## config.mk

```make
export PLATFORM = sky130hd
export DESIGN_NAME = multi_queue_least_time_dispatcher
export DESIGN_NICKNAME = d
export VERILOG_FILES = /design/src/rtl/core/mqd_pkg.sv /design/src/rtl/core/mqd_ram.sv /design/src/rtl/core/mqd_div.sv /design/src/rtl/core/multi_queue_least_time_dispatcher.sv
export SDC_FILE = /design/constraint.sdc
export NUM_CORES = 2
export LEC_CHECK = 0
export BUFFER_PORTS_ARGS = -buffer_cell sky130_fd_sc_hd__buf_2
export CORE_ASPECT_RATIO = 0.5
export CORE_UTILIZATION = 55
export CTS_BUF_LIST = sky130_fd_sc_hd__clkbuf_8
export CTS_CLUSTER_DIAMETER = 40
export DETAILED_ROUTE_END_ITERATION = 6
export PLACE_DENSITY_LB_ADDON = 0.3
export SYNTH_ARGS = -nofsm -noshare
export SYNTH_HDL_FRONTEND = slang
export SYNTH_SLANG_ARGS = --single-unit
```

## constraint.sdc

```tcl
create_clock -name clk -period 9.7 [get_ports clk]
set_input_delay 1.455 -clock clk [delete_from_list [all_inputs] [get_ports clk]]
set_output_delay 1.455 -clock clk [all_outputs]
set_load 0.02 [all_outputs]
```

## src/rtl/core/mqd_pkg.sv

```systemverilog
`default_nettype none
package mqd_pkg;

  localparam int CMD_W = 1;
  localparam int QIDX_W = 2;
  localparam int SVC_W = 16;
  localparam int DELTA_W = 32;
  localparam int SERVED_W = 32;
  localparam int BUSY_W = 48;
  localparam int ACTQ_W = 3;

  localparam logic CMD_PUSH = 1'b0;
  localparam logic CMD_ADVANCE = 1'b1;

  localparam logic [1:0] REG_ACTIVE_QUEUES = 2'd0;

  typedef struct packed {
    logic [CMD_W-1:0]   cmd;
    logic [QIDX_W-1:0]  queue_index;
    logic [SVC_W-1:0]   job_ticks;
    logic [DELTA_W-1:0] time_delta;
  } in_item_t;

  typedef struct packed {
    logic [QIDX_W-1:0] chosen_queue;
    logic [SVC_W-1:0]  min_remaining;
    logic              push_rejected;
  } out_item_t;

  // Control between the top level and the shared divider.
  typedef struct packed {
    logic start;
    logic busy;
    logic done;
  } div_ctl_t;

endpackage
`default_nettype wire

```

## src/rtl/core/mqd_ram.sv

```systemverilog
`default_nettype none
module mqd_ram #(
  parameter int WIDTH = 16,
  parameter int DEPTH = 64
) (
  input  wire logic                     clk,
  input  wire logic                     we,
  input  wire logic [$clog2(DEPTH)-1:0] waddr,
  input  wire logic [WIDTH-1:0]         wdata,
  input  wire logic [$clog2(DEPTH)-1:0] raddr,
  output logic      [WIDTH-1:0]         rdata
);

  logic [WIDTH-1:0] mem [DEPTH];

  always_ff @(posedge clk) begin
    if (we) begin
      mem[waddr] <= wdata;
    end
    rdata <= mem[raddr];
  end

endmodule
`default_nettype wire

```

## src/rtl/core/mqd_div.sv

```systemverilog
`default_nettype none
// Restoring divider, one quotient bit per cycle: 48-bit dividend over 32-bit divisor.
module mqd_div
  import mqd_pkg::*;
(
  input  wire logic                clk,
  input  wire logic                rst,
  input  wire logic                start,
  input  wire logic [BUSY_W-1:0]   dividend,
  input  wire logic [SERVED_W-1:0] divisor,
  output logic      [BUSY_W-1:0]   quotient,
  output div_ctl_t                 ctl
);

  localparam int CNT_W = $clog2(BUSY_W + 1);

  logic [CNT_W-1:0]    cnt;
  logic [SERVED_W:0]   rem;
  logic [SERVED_W-1:0] dsr;
  logic [SERVED_W:0]   trial;
  logic                running;
  logic                fin;

  assign trial = {rem[SERVED_W-1:0], quotient[BUSY_W-1]} - {1'b0, dsr};

  always_ff @(posedge clk) begin
    if (rst) begin
      running <= 1'b0;
      fin <= 1'b0;
      cnt <= '0;
    end else begin
      fin <= 1'b0;
      if (start) begin
        running <= 1'b1;
        cnt <= CNT_W'(BUSY_W);
        rem <= '0;
        dsr <= divisor;
        quotient <= dividend;
      end else if (running) begin
        if (!trial[SERVED_W]) begin
          rem <= trial;
          quotient <= {quotient[BUSY_W-2:0], 1'b1};
        end else begin
          rem <= {rem[SERVED_W-1:0], quotient[BUSY_W-1]};
          quotient <= {quotient[BUSY_W-2:0], 1'b0};
        end
        cnt <= cnt - 1'b1;
        if (cnt == CNT_W'(1)) begin
          running <= 1'b0;
          fin <= 1'b1;
        end
      end
    end
  end

  assign ctl.start = start;
  assign ctl.busy = running;
  assign ctl.done = fin;

endmodule
`default_nettype wire

```

## src/rtl/core/multi_queue_least_time_dispatcher.sv

```systemverilog
`default_nettype none
// Join-shortest-queue dispatcher. The input is stalled while a transaction is
// in progress, and also while a result waits to be taken. A push goes straight
// to the choice; an advance first walks the active queues, retiring finished
// jobs and loading the next job of a queue into service from the store. A
// sequencer walks the queues one at a time through the single job-store read
// port, and one shared bit-serial divider computes each queue's average service
// time for the choice. No clearing pass is needed after reset.
module multi_queue_least_time_dispatcher
  import mqd_pkg::*;
#(
  parameter int NUM_QUEUES = 4,
  parameter int QUEUE_DEPTH = 16,
  parameter int TIME_BITS = 16
) (
  input  wire logic        clk,
  input  wire logic        rst,
  input  wire logic        in_valid,
  output logic             in_stall,
  input  wire in_item_t    in_data,
  output logic             out_valid,
  input  wire logic        out_stall,
  output out_item_t        out_data,
  input  wire logic        psel,
  input  wire logic        penable,
  input  wire logic        pwrite,
  input  wire logic [1:0]  paddr,
  input  wire logic [31:0] pwdata,
  output logic      [31:0] prdata,
  output logic             pready
);

  localparam int QW = (NUM_QUEUES > 1) ? $clog2(NUM_QUEUES) : 1;
  localparam int PW = (QUEUE_DEPTH > 1) ? $clog2(QUEUE_DEPTH) : 1;
  localparam int CW = $clog2(QUEUE_DEPTH + 1);
  localparam int NW = $clog2(NUM_QUEUES + 1);
  localparam int AW = $clog2(NUM_QUEUES * QUEUE_DEPTH);
  localparam logic [TIME_BITS-1:0] TMAX = '1;
  localparam logic [SERVED_W-1:0] SMAX = '1;
  localparam logic [BUSY_W-1:0] BMAX = '1;

  typedef enum logic [3:0] {
    S_IDLE, S_ADV_CHK, S_ADV_RD, S_ADV_LOAD, S_SCAN, S_DIV_GO, S_DIV_WAIT,
    S_OUT
  } state_t;

  state_t state;
  logic [ACTQ_W-1:0] active_queues;
  logic [PW-1:0] head_pointer [NUM_QUEUES];
  logic [CW-1:0] entry_count [NUM_QUEUES];
  logic [SERVED_W-1:0] jobs_served [NUM_QUEUES];
  logic [BUSY_W-1:0] busy_time [NUM_QUEUES];
  logic [TIME_BITS-1:0] time_left [NUM_QUEUES];

  logic [QW-1:0] qi;
  logic [DELTA_W-1:0] ticks;
  logic [DELTA_W-1:0] delta;
  logic [QW-1:0] best;
  logic [CW-1:0] best_cnt;
  logic [BUSY_W-1:0] best_avg;
  logic [TIME_BITS-1:0] least;
  logic rejected;
  out_item_t result;

  logic [NW-1:0] nq;
  always_comb begin
    if (active_queues == '0) begin
      nq = NW'(1);
    end else if (32'(active_queues) > NUM_QUEUES) begin
      nq = NW'(NUM_QUEUES);
    end else begin
      nq = NW'(active_queues);
    end
  end
  logic last_q;
  assign last_q = (32'(qi) + 1 >= 32'(nq));

  // Job store as one RAM, address {queue, slot}.
  logic ram_we;
  logic [AW-1:0] ram_waddr, ram_raddr;
  logic [TIME_BITS-1:0] ram_wdata, ram_rdata;
  mqd_ram #(.WIDTH(TIME_BITS), .DEPTH(NUM_QUEUES * QUEUE_DEPTH)) u_store (
    .clk(clk), .we(ram_we), .waddr(ram_waddr), .wdata(ram_wdata),
    .raddr(ram_raddr), .rdata(ram_rdata)
  );

  logic [QW-1:0] pq;
  assign pq = QW'(in_data.queue_index);
  logic push_ok;
  assign push_ok = (32'(in_data.queue_index) < 32'(nq)) &&
                   (32'(entry_count[pq]) < QUEUE_DEPTH);
  logic [PW:0] slot_sum;
  assign slot_sum = (PW+1)'(head_pointer[pq]) + (PW+1)'(entry_count[pq]);
  logic [PW-1:0] slot;
  assign slot = (32'(slot_sum) >= QUEUE_DEPTH) ?
                PW'(32'(slot_sum) - QUEUE_DEPTH) : PW'(slot_sum);
  logic [TIME_BITS-1:0] st_sat;
  always_comb begin
    if (in_data.job_ticks == '0) begin
      st_sat = TIME_BITS'(1);
    end else if (32'(in_data.job_ticks) > 32'(TMAX)) begin
      st_sat = TMAX;
    end else begin
      st_sat = TIME_BITS'(in_data.job_ticks);
    end
  end
  logic in_take;
  assign in_take = in_valid && !in_stall;
  assign ram_we = in_take && (in_data.cmd == CMD_PUSH) && push_ok;
  assign ram_waddr = AW'(32'(pq) * QUEUE_DEPTH + 32'(slot));
  assign ram_wdata = st_sat;
  assign ram_raddr = AW'(32'(qi) * QUEUE_DEPTH + 32'(head_pointer[qi]));

  // Shared divider for average service time.
  logic div_start;
  logic [BUSY_W-1:0] div_q;
  div_ctl_t div_ctl;
  assign div_start = (state == S_DIV_GO);
  mqd_div u_div (
    .clk(clk), .rst(rst), .start(div_start), .dividend(busy_time[qi]),
    .divisor(jobs_served[qi]), .quotient(div_q), .ctl(div_ctl)
  );

  logic [BUSY_W-1:0] add_sum;
  logic [BUSY_W:0] add_raw;
  logic [BUSY_W-1:0] add_b;
  assign add_b = (32'(ticks) < 32'(time_left[qi]) || time_left[qi] == '0) ?
                 BUSY_W'(ticks) : BUSY_W'(time_left[qi]);
  assign add_raw = {1'b0, busy_time[qi]} + {1'b0, add_b};
  assign add_sum = add_raw[BUSY_W] ? BMAX : add_raw[BUSY_W-1:0];

  logic [PW-1:0] head_inc;
  assign head_inc = (32'(head_pointer[qi]) + 1 >= QUEUE_DEPTH) ? '0 :
                    PW'(32'(head_pointer[qi]) + 1);

  assign in_stall = (state != S_IDLE) || out_valid;
  assign pready = 1'b1;
  assign prdata = (paddr == REG_ACTIVE_QUEUES) ? 32'(active_queues) : 32'd0;
  assign out_data = result;

  always_ff @(posedge clk) begin
    if (rst) begin
      state <= S_IDLE;
      out_valid <= 1'b0;
      active_queues <= ACTQ_W'(4);
      qi <= '0;
      for (int i = 0; i < NUM_QUEUES; i++) begin
        head_pointer[i] <= '0;
        entry_count[i] <= '0;
        jobs_served[i] <= '0;
        busy_time[i] <= '0;
        time_left[i] <= '0;
      end
    end else begin
      if (psel && penable && pwrite && paddr == REG_ACTIVE_QUEUES) begin
        active_queues <= pwdata[ACTQ_W-1:0];
      end
      if (out_valid && !out_stall) begin
        out_valid <= 1'b0;
      end
      unique case (state)
        S_IDLE: begin
          if (in_take) begin
            qi <= '0;
            ticks <= in_data.time_delta;
            delta <= in_data.time_delta;
            rejected <= (in_data.cmd == CMD_PUSH) && !push_ok;
            if (in_data.cmd == CMD_ADVANCE) begin
              state <= S_ADV_CHK;
            end else begin
              if (push_ok) begin
                entry_count[pq] <= entry_count[pq] + 1'b1;
              end
              state <= S_SCAN;
            end
          end
        end
        S_ADV_CHK: begin
          if (entry_count[qi] == '0) begin
            time_left[qi] <= '0;
            state <= last_q ? S_SCAN : S_ADV_CHK;
            if (last_q) qi <= '0; else qi <= qi + 1'b1;
            ticks <= delta;
          end else if (ticks < 32'(time_left[qi])) begin
            busy_time[qi] <= add_sum;
            time_left[qi] <= time_left[qi] - TIME_BITS'(ticks);
            state <= last_q ? S_SCAN : S_ADV_CHK;
            if (last_q) qi <= '0; else qi <= qi + 1'b1;
            ticks <= delta;
          end else begin
            if (time_left[qi] != '0) begin
              head_pointer[qi] <= head_inc;
              entry_count[qi] <= entry_count[qi] - 1'b1;
              if (jobs_served[qi] != SMAX) jobs_served[qi] <= jobs_served[qi] + 1'b1;
              busy_time[qi] <= add_sum;
              ticks <= ticks - 32'(time_left[qi]);
              time_left[qi] <= '0;
            end
            state <= S_ADV_RD;
          end
        end
        S_ADV_RD: begin
          if (entry_count[qi] == '0) begin
            state <= S_ADV_CHK;
          end else begin
            state <= S_ADV_LOAD;
          end
        end
        S_ADV_LOAD: begin
          time_left[qi] <= ram_rdata;
          state <= S_ADV_CHK;
        end
        S_SCAN: begin
          best <= '0;
          best_cnt <= entry_count[0];
          least <= '0;
          qi <= '0;
          state <= S_DIV_GO;
        end
        S_DIV_GO: begin
          state <= S_DIV_WAIT;
        end
        S_DIV_WAIT: begin
          if (div_ctl.done) begin
            if (time_left[qi] != '0 && (least == '0 || time_left[qi] < least)) begin
              least <= time_left[qi];
            end
            if (qi == '0) begin
              best_avg <= (jobs_served[qi] == '0) ? '0 : div_q;
            end else if (entry_count[qi] < best_cnt ||
                         (entry_count[qi] == best_cnt &&
                          ((jobs_served[qi] == '0) ? '0 : div_q) < best_avg)) begin
              best <= qi;
              best_cnt <= entry_count[qi];
              best_avg <= (jobs_served[qi] == '0) ? '0 : div_q;
            end
            if (last_q) begin
              state <= S_OUT;
            end else begin
              qi <= qi + 1'b1;
              state <= S_DIV_GO;
            end
          end
        end
        S_OUT: begin
          result.chosen_queue <= QIDX_W'(best);
          result.min_remaining <= SVC_W'(least);
          result.push_rejected <= rejected;
          out_valid <= 1'b1;
          qi <= '0;
          state <= S_IDLE;
        end
        default: state <= S_IDLE;
      endcase
    end
  end

  a_stall_busy: assert property (@(posedge clk) disable iff (rst)
    (state != S_IDLE) |-> in_stall) else $error("input taken while busy");
  a_out_hold: assert property (@(posedge clk) disable iff (rst)
    (out_valid && out_stall) |=> (out_valid && $stable(out_data)))
    else $error("result lost under stall");
  a_div_once: assert property (@(posedge clk) disable iff (rst)
    div_ctl.start |-> !div_ctl.busy) else $error("divider restarted while busy");

endmodule
`default_nettype wire
```

==> impl_metrics.yaml <==
placement:
  hpwl_mm: 110
  io_buffer_count: 86
  place.gp.congestion: 0.871
  preCtsSetupSlack_ns: 1.64
  placed_area_mm2: 0.0804
detailed_routing:
  final_antenna_net_count: 0
  routed_wl_mm: 180
  vias_per_cell: 6.05
  first_iter_violations: 4590
  num_vias: 45756
  first_pass_iters: 5
  drc: 0
  wl_per_cell_um: 23.8
critical_path:
  crit_path_end_kind: "flop"
  cp-start-kind: "flop"
  crit_type: "flop to flop"
  crit_fanout: 44
  critPathMaxStageDelay_ns: 0.75
  required_ns: 10.37
  cp.depth: 25
  crit_end: "busy_time[0][46]"
  r2r-end: "busy_time[0][46]"
  cp_slowest_cell: "buf_4"
  path_common_cell: "o21ai_0"
  crit_arrival_ns: 8.75
  reg2reg_depth: 25
  reg2reg_slack_ns: 1.62
  crit_family: "compound AO/OA/AOI/OAI gates"
  worst-path-buf-inv: 3
timing:
  whs_ns: 0.420
  fin_crit_ns: 8.08
  slew_headroom_pct: 11.0
  setup_tns_ns: 0
  slew_viol_final: 0
  finalSetupViolCount: 0
  setup_slack_ns: 1.62
  hold_violations: 0
  rsz0062_at_grt: "false"
  fin_worst_skew_ns: 0.0724
  post-route-period-util_pct: 83.3
  max_clock_freq_ghz: 0.124
  worst_pin_slew_ns: 1.34
yosys:
  ys_types: 84
  synth-async-reset-ratio_pct: 0
  ys.flop_type: "edfxtp_1"
  synth-edff-count: 1711
  postSynthCellCount: 5337
  synthMuxAreaShare_pct: 10.7
  synth_top_family_by_area: "multiplexers"
  synthXorXnorAreaFrac_pct: 1.55
  ys_ff_latch: 1746
  synth_seq_area_share_pct: 66.9
  synth-compound-area-share_pct: 6.38
  syn_area_per_cell_um2: 14.6
  synth_area_mm2: 0.0778
  synthAdderAreaFrac_pct: 3.02
  synth-simple-area-share_pct: 8.41
  yosysWarnings: 0
pwr:
  p_per_area_mw_per_mm2: 220
  pwr-share-seq_pct: 48.2
  p_sw_w: 0.00586
  p_leak_nw: 30.0
  ir_drop_uv: 161
  p_clk_share_pct: 27.9
  p_sw_share_pct: 31.4
  intPower_w: 0.0128
  pwr-share-comb_pct: 23.9
grt:
  antenna_found_initial: 3
  first_global_vias: 45933
  grt_pass1_wl_mm: 270
  grt_start_max_net_pins: 121
  grtUsageTotal_pct: 25.1
  overflow: 0
clock_tree:
  clockRootBuffer: "clkbuf_8"
  worst_skew_pair.late_latency_ns: 0.99
  cts_sinks: 1746
  clk_path_buf_depth: 3
  cts_setup_buffers: 0
  post_cts_resized: 0
  clkTransAtPathRegs_ns: 0.07
  h-tree-depth: 4
  cts_hold_buf: 0
  cts_tree: "built"
  numCtsBuffers: 234
flow_run:
  cap_violations: 0
floorplanning:
  die_area_mm2: 0.143
  coreArea_mm2: 0.140
  initial_core_util_pct: 55.5
  io_pins: 146
  chipWidth_um: 534
  rows: 97
  fp.dieH_um: 268
final_layout:
  drive_above_1_share_pct: 14.1
  final_common_cell: "edfxtp_1"
  syn2layout_area_growth_pct: 8.78
  final_nets: 5773
  design_area_mm2: 0.0847
  final_cell_mix: "edfxtp_1, nor2_1, inv_1"
min_path:
  hold_class: "flop to flop"
run_status:
  status: "complete, no violations"
[how the worst min path moves through the flow]
stage,from,to,slack [ns],cells after the start
after floorplan,rejected,out_data[0],0.40,0
after global placement,rejected,out_data[0],0.41,0
after detailed placement,rejected,out_data[0],0.41,0
after CTS,rejected,out_data[0],0.42,0
after global routing,rejected,out_data[0],0.43,0
final,rejected,out_data[0],0.42,0
[per-layer routing]
layer  GRT usage [%]  routed length [um]
met1            35.0               76600
met3            4.58               14700
met4            9.37                5470
met2            39.7               83200
met5               0                   0
[kinds of logic (layout without fill, tap and decap cells)]
group	Yosys count	in the layout
other cells	2	33
buf+inv	546	866
compound gates	746	746
simple gates	1442	1442
fa+ha+maj	185	185
mux	532	532
flops	1746	1746
xor+xnor	138	138
[synth_stat cells (47+ instances only)]
master / number / share of area (%)
a21o_1: 68 / 0.66
a21oi_1: 216 / 1.4
buf_2: 56 / 0.36
clkbuf_1: 177 / 0.85
edfxtp_1: 1711 / 66
ha_1: 180 / 2.9
inv_1: 233 / 1.1
mux2i_1: 289 / 3.7
mux4_2: 239 / 6.9
nand2_1: 315 / 1.5
nand2b_1: 55 / 0.44
nor2_1: 620 / 3.0
nor2b_1: 70 / 0.56
nor3_1: 148 / 0.95
o21ai_0: 98 / 0.63
o221ai_1: 129 / 1.5
o22ai_1: 72 / 0.58
xnor2_1: 91 / 1.0
xor2_1: 47 / 0.53
[power by group through the flow]
| stage | sequential, W | combinational (W) | clock [W] |
|---|---|---|---|
| 3_3_place_gp | 0.00911 | 0.00430 | 0 |
| 4_1_cts | 0.00898 | 0.00441 | 0.00530 |
| 5_1_grt | 0.00901 | 0.00479 | 0.00560 |
| 2_1_floorplan | 0.00904 | 0.00313 | 0 |
| 3_5_place_dp | 0.00914 | 0.00438 | 0 |
| 6_report | 0.00898 | 0.00445 | 0.00521 |
[sequential cells by signal, indices dropped and copies added, names as in the netlist, 5 cells and up, named ones only]
register	count
u_div.dsr	32
best_cnt	5
entry_count	20
out_data	19
u_div.cnt	6
u_store.rdata	16
u_store.mem	1024
time_left	64
delta	32
busy_time	192
best_avg	48
jobs_served	128
head_pointer	16
least	16
u_div.quotient	48
u_div.rem	32
ticks	32
[through the flow]
step                total power [W]  cells  util, %
finish                       0.0186   7569     60.4
global route                 0.0194   7568     60.4
CTS                          0.0187   7566     60.4
detailed placement           0.0135   7141     57.3
global placement             0.0134   7141     57.3
floorplan                    0.0122   5365        -
[area by class of cell]
| class | instances | area (um2) |
|---|---|---|
| Sequential cell | 1746 | 52100 |
| Fill cell | 10429 | 55500 |
| Tap cell | 1881 | 2350 |
| Clock inverter | 188 | 1040 |
| Antenna cell | 3 | 7.51 |
| Timing Repair Buffer | 206 | 1360 |
| Clock buffer | 237 | 3260 |
| Multi-Input combinational cell | 3073 | 23700 |
| Inverter | 235 | 882 |
No activity file was read; power rests on OpenSTA's default activity.
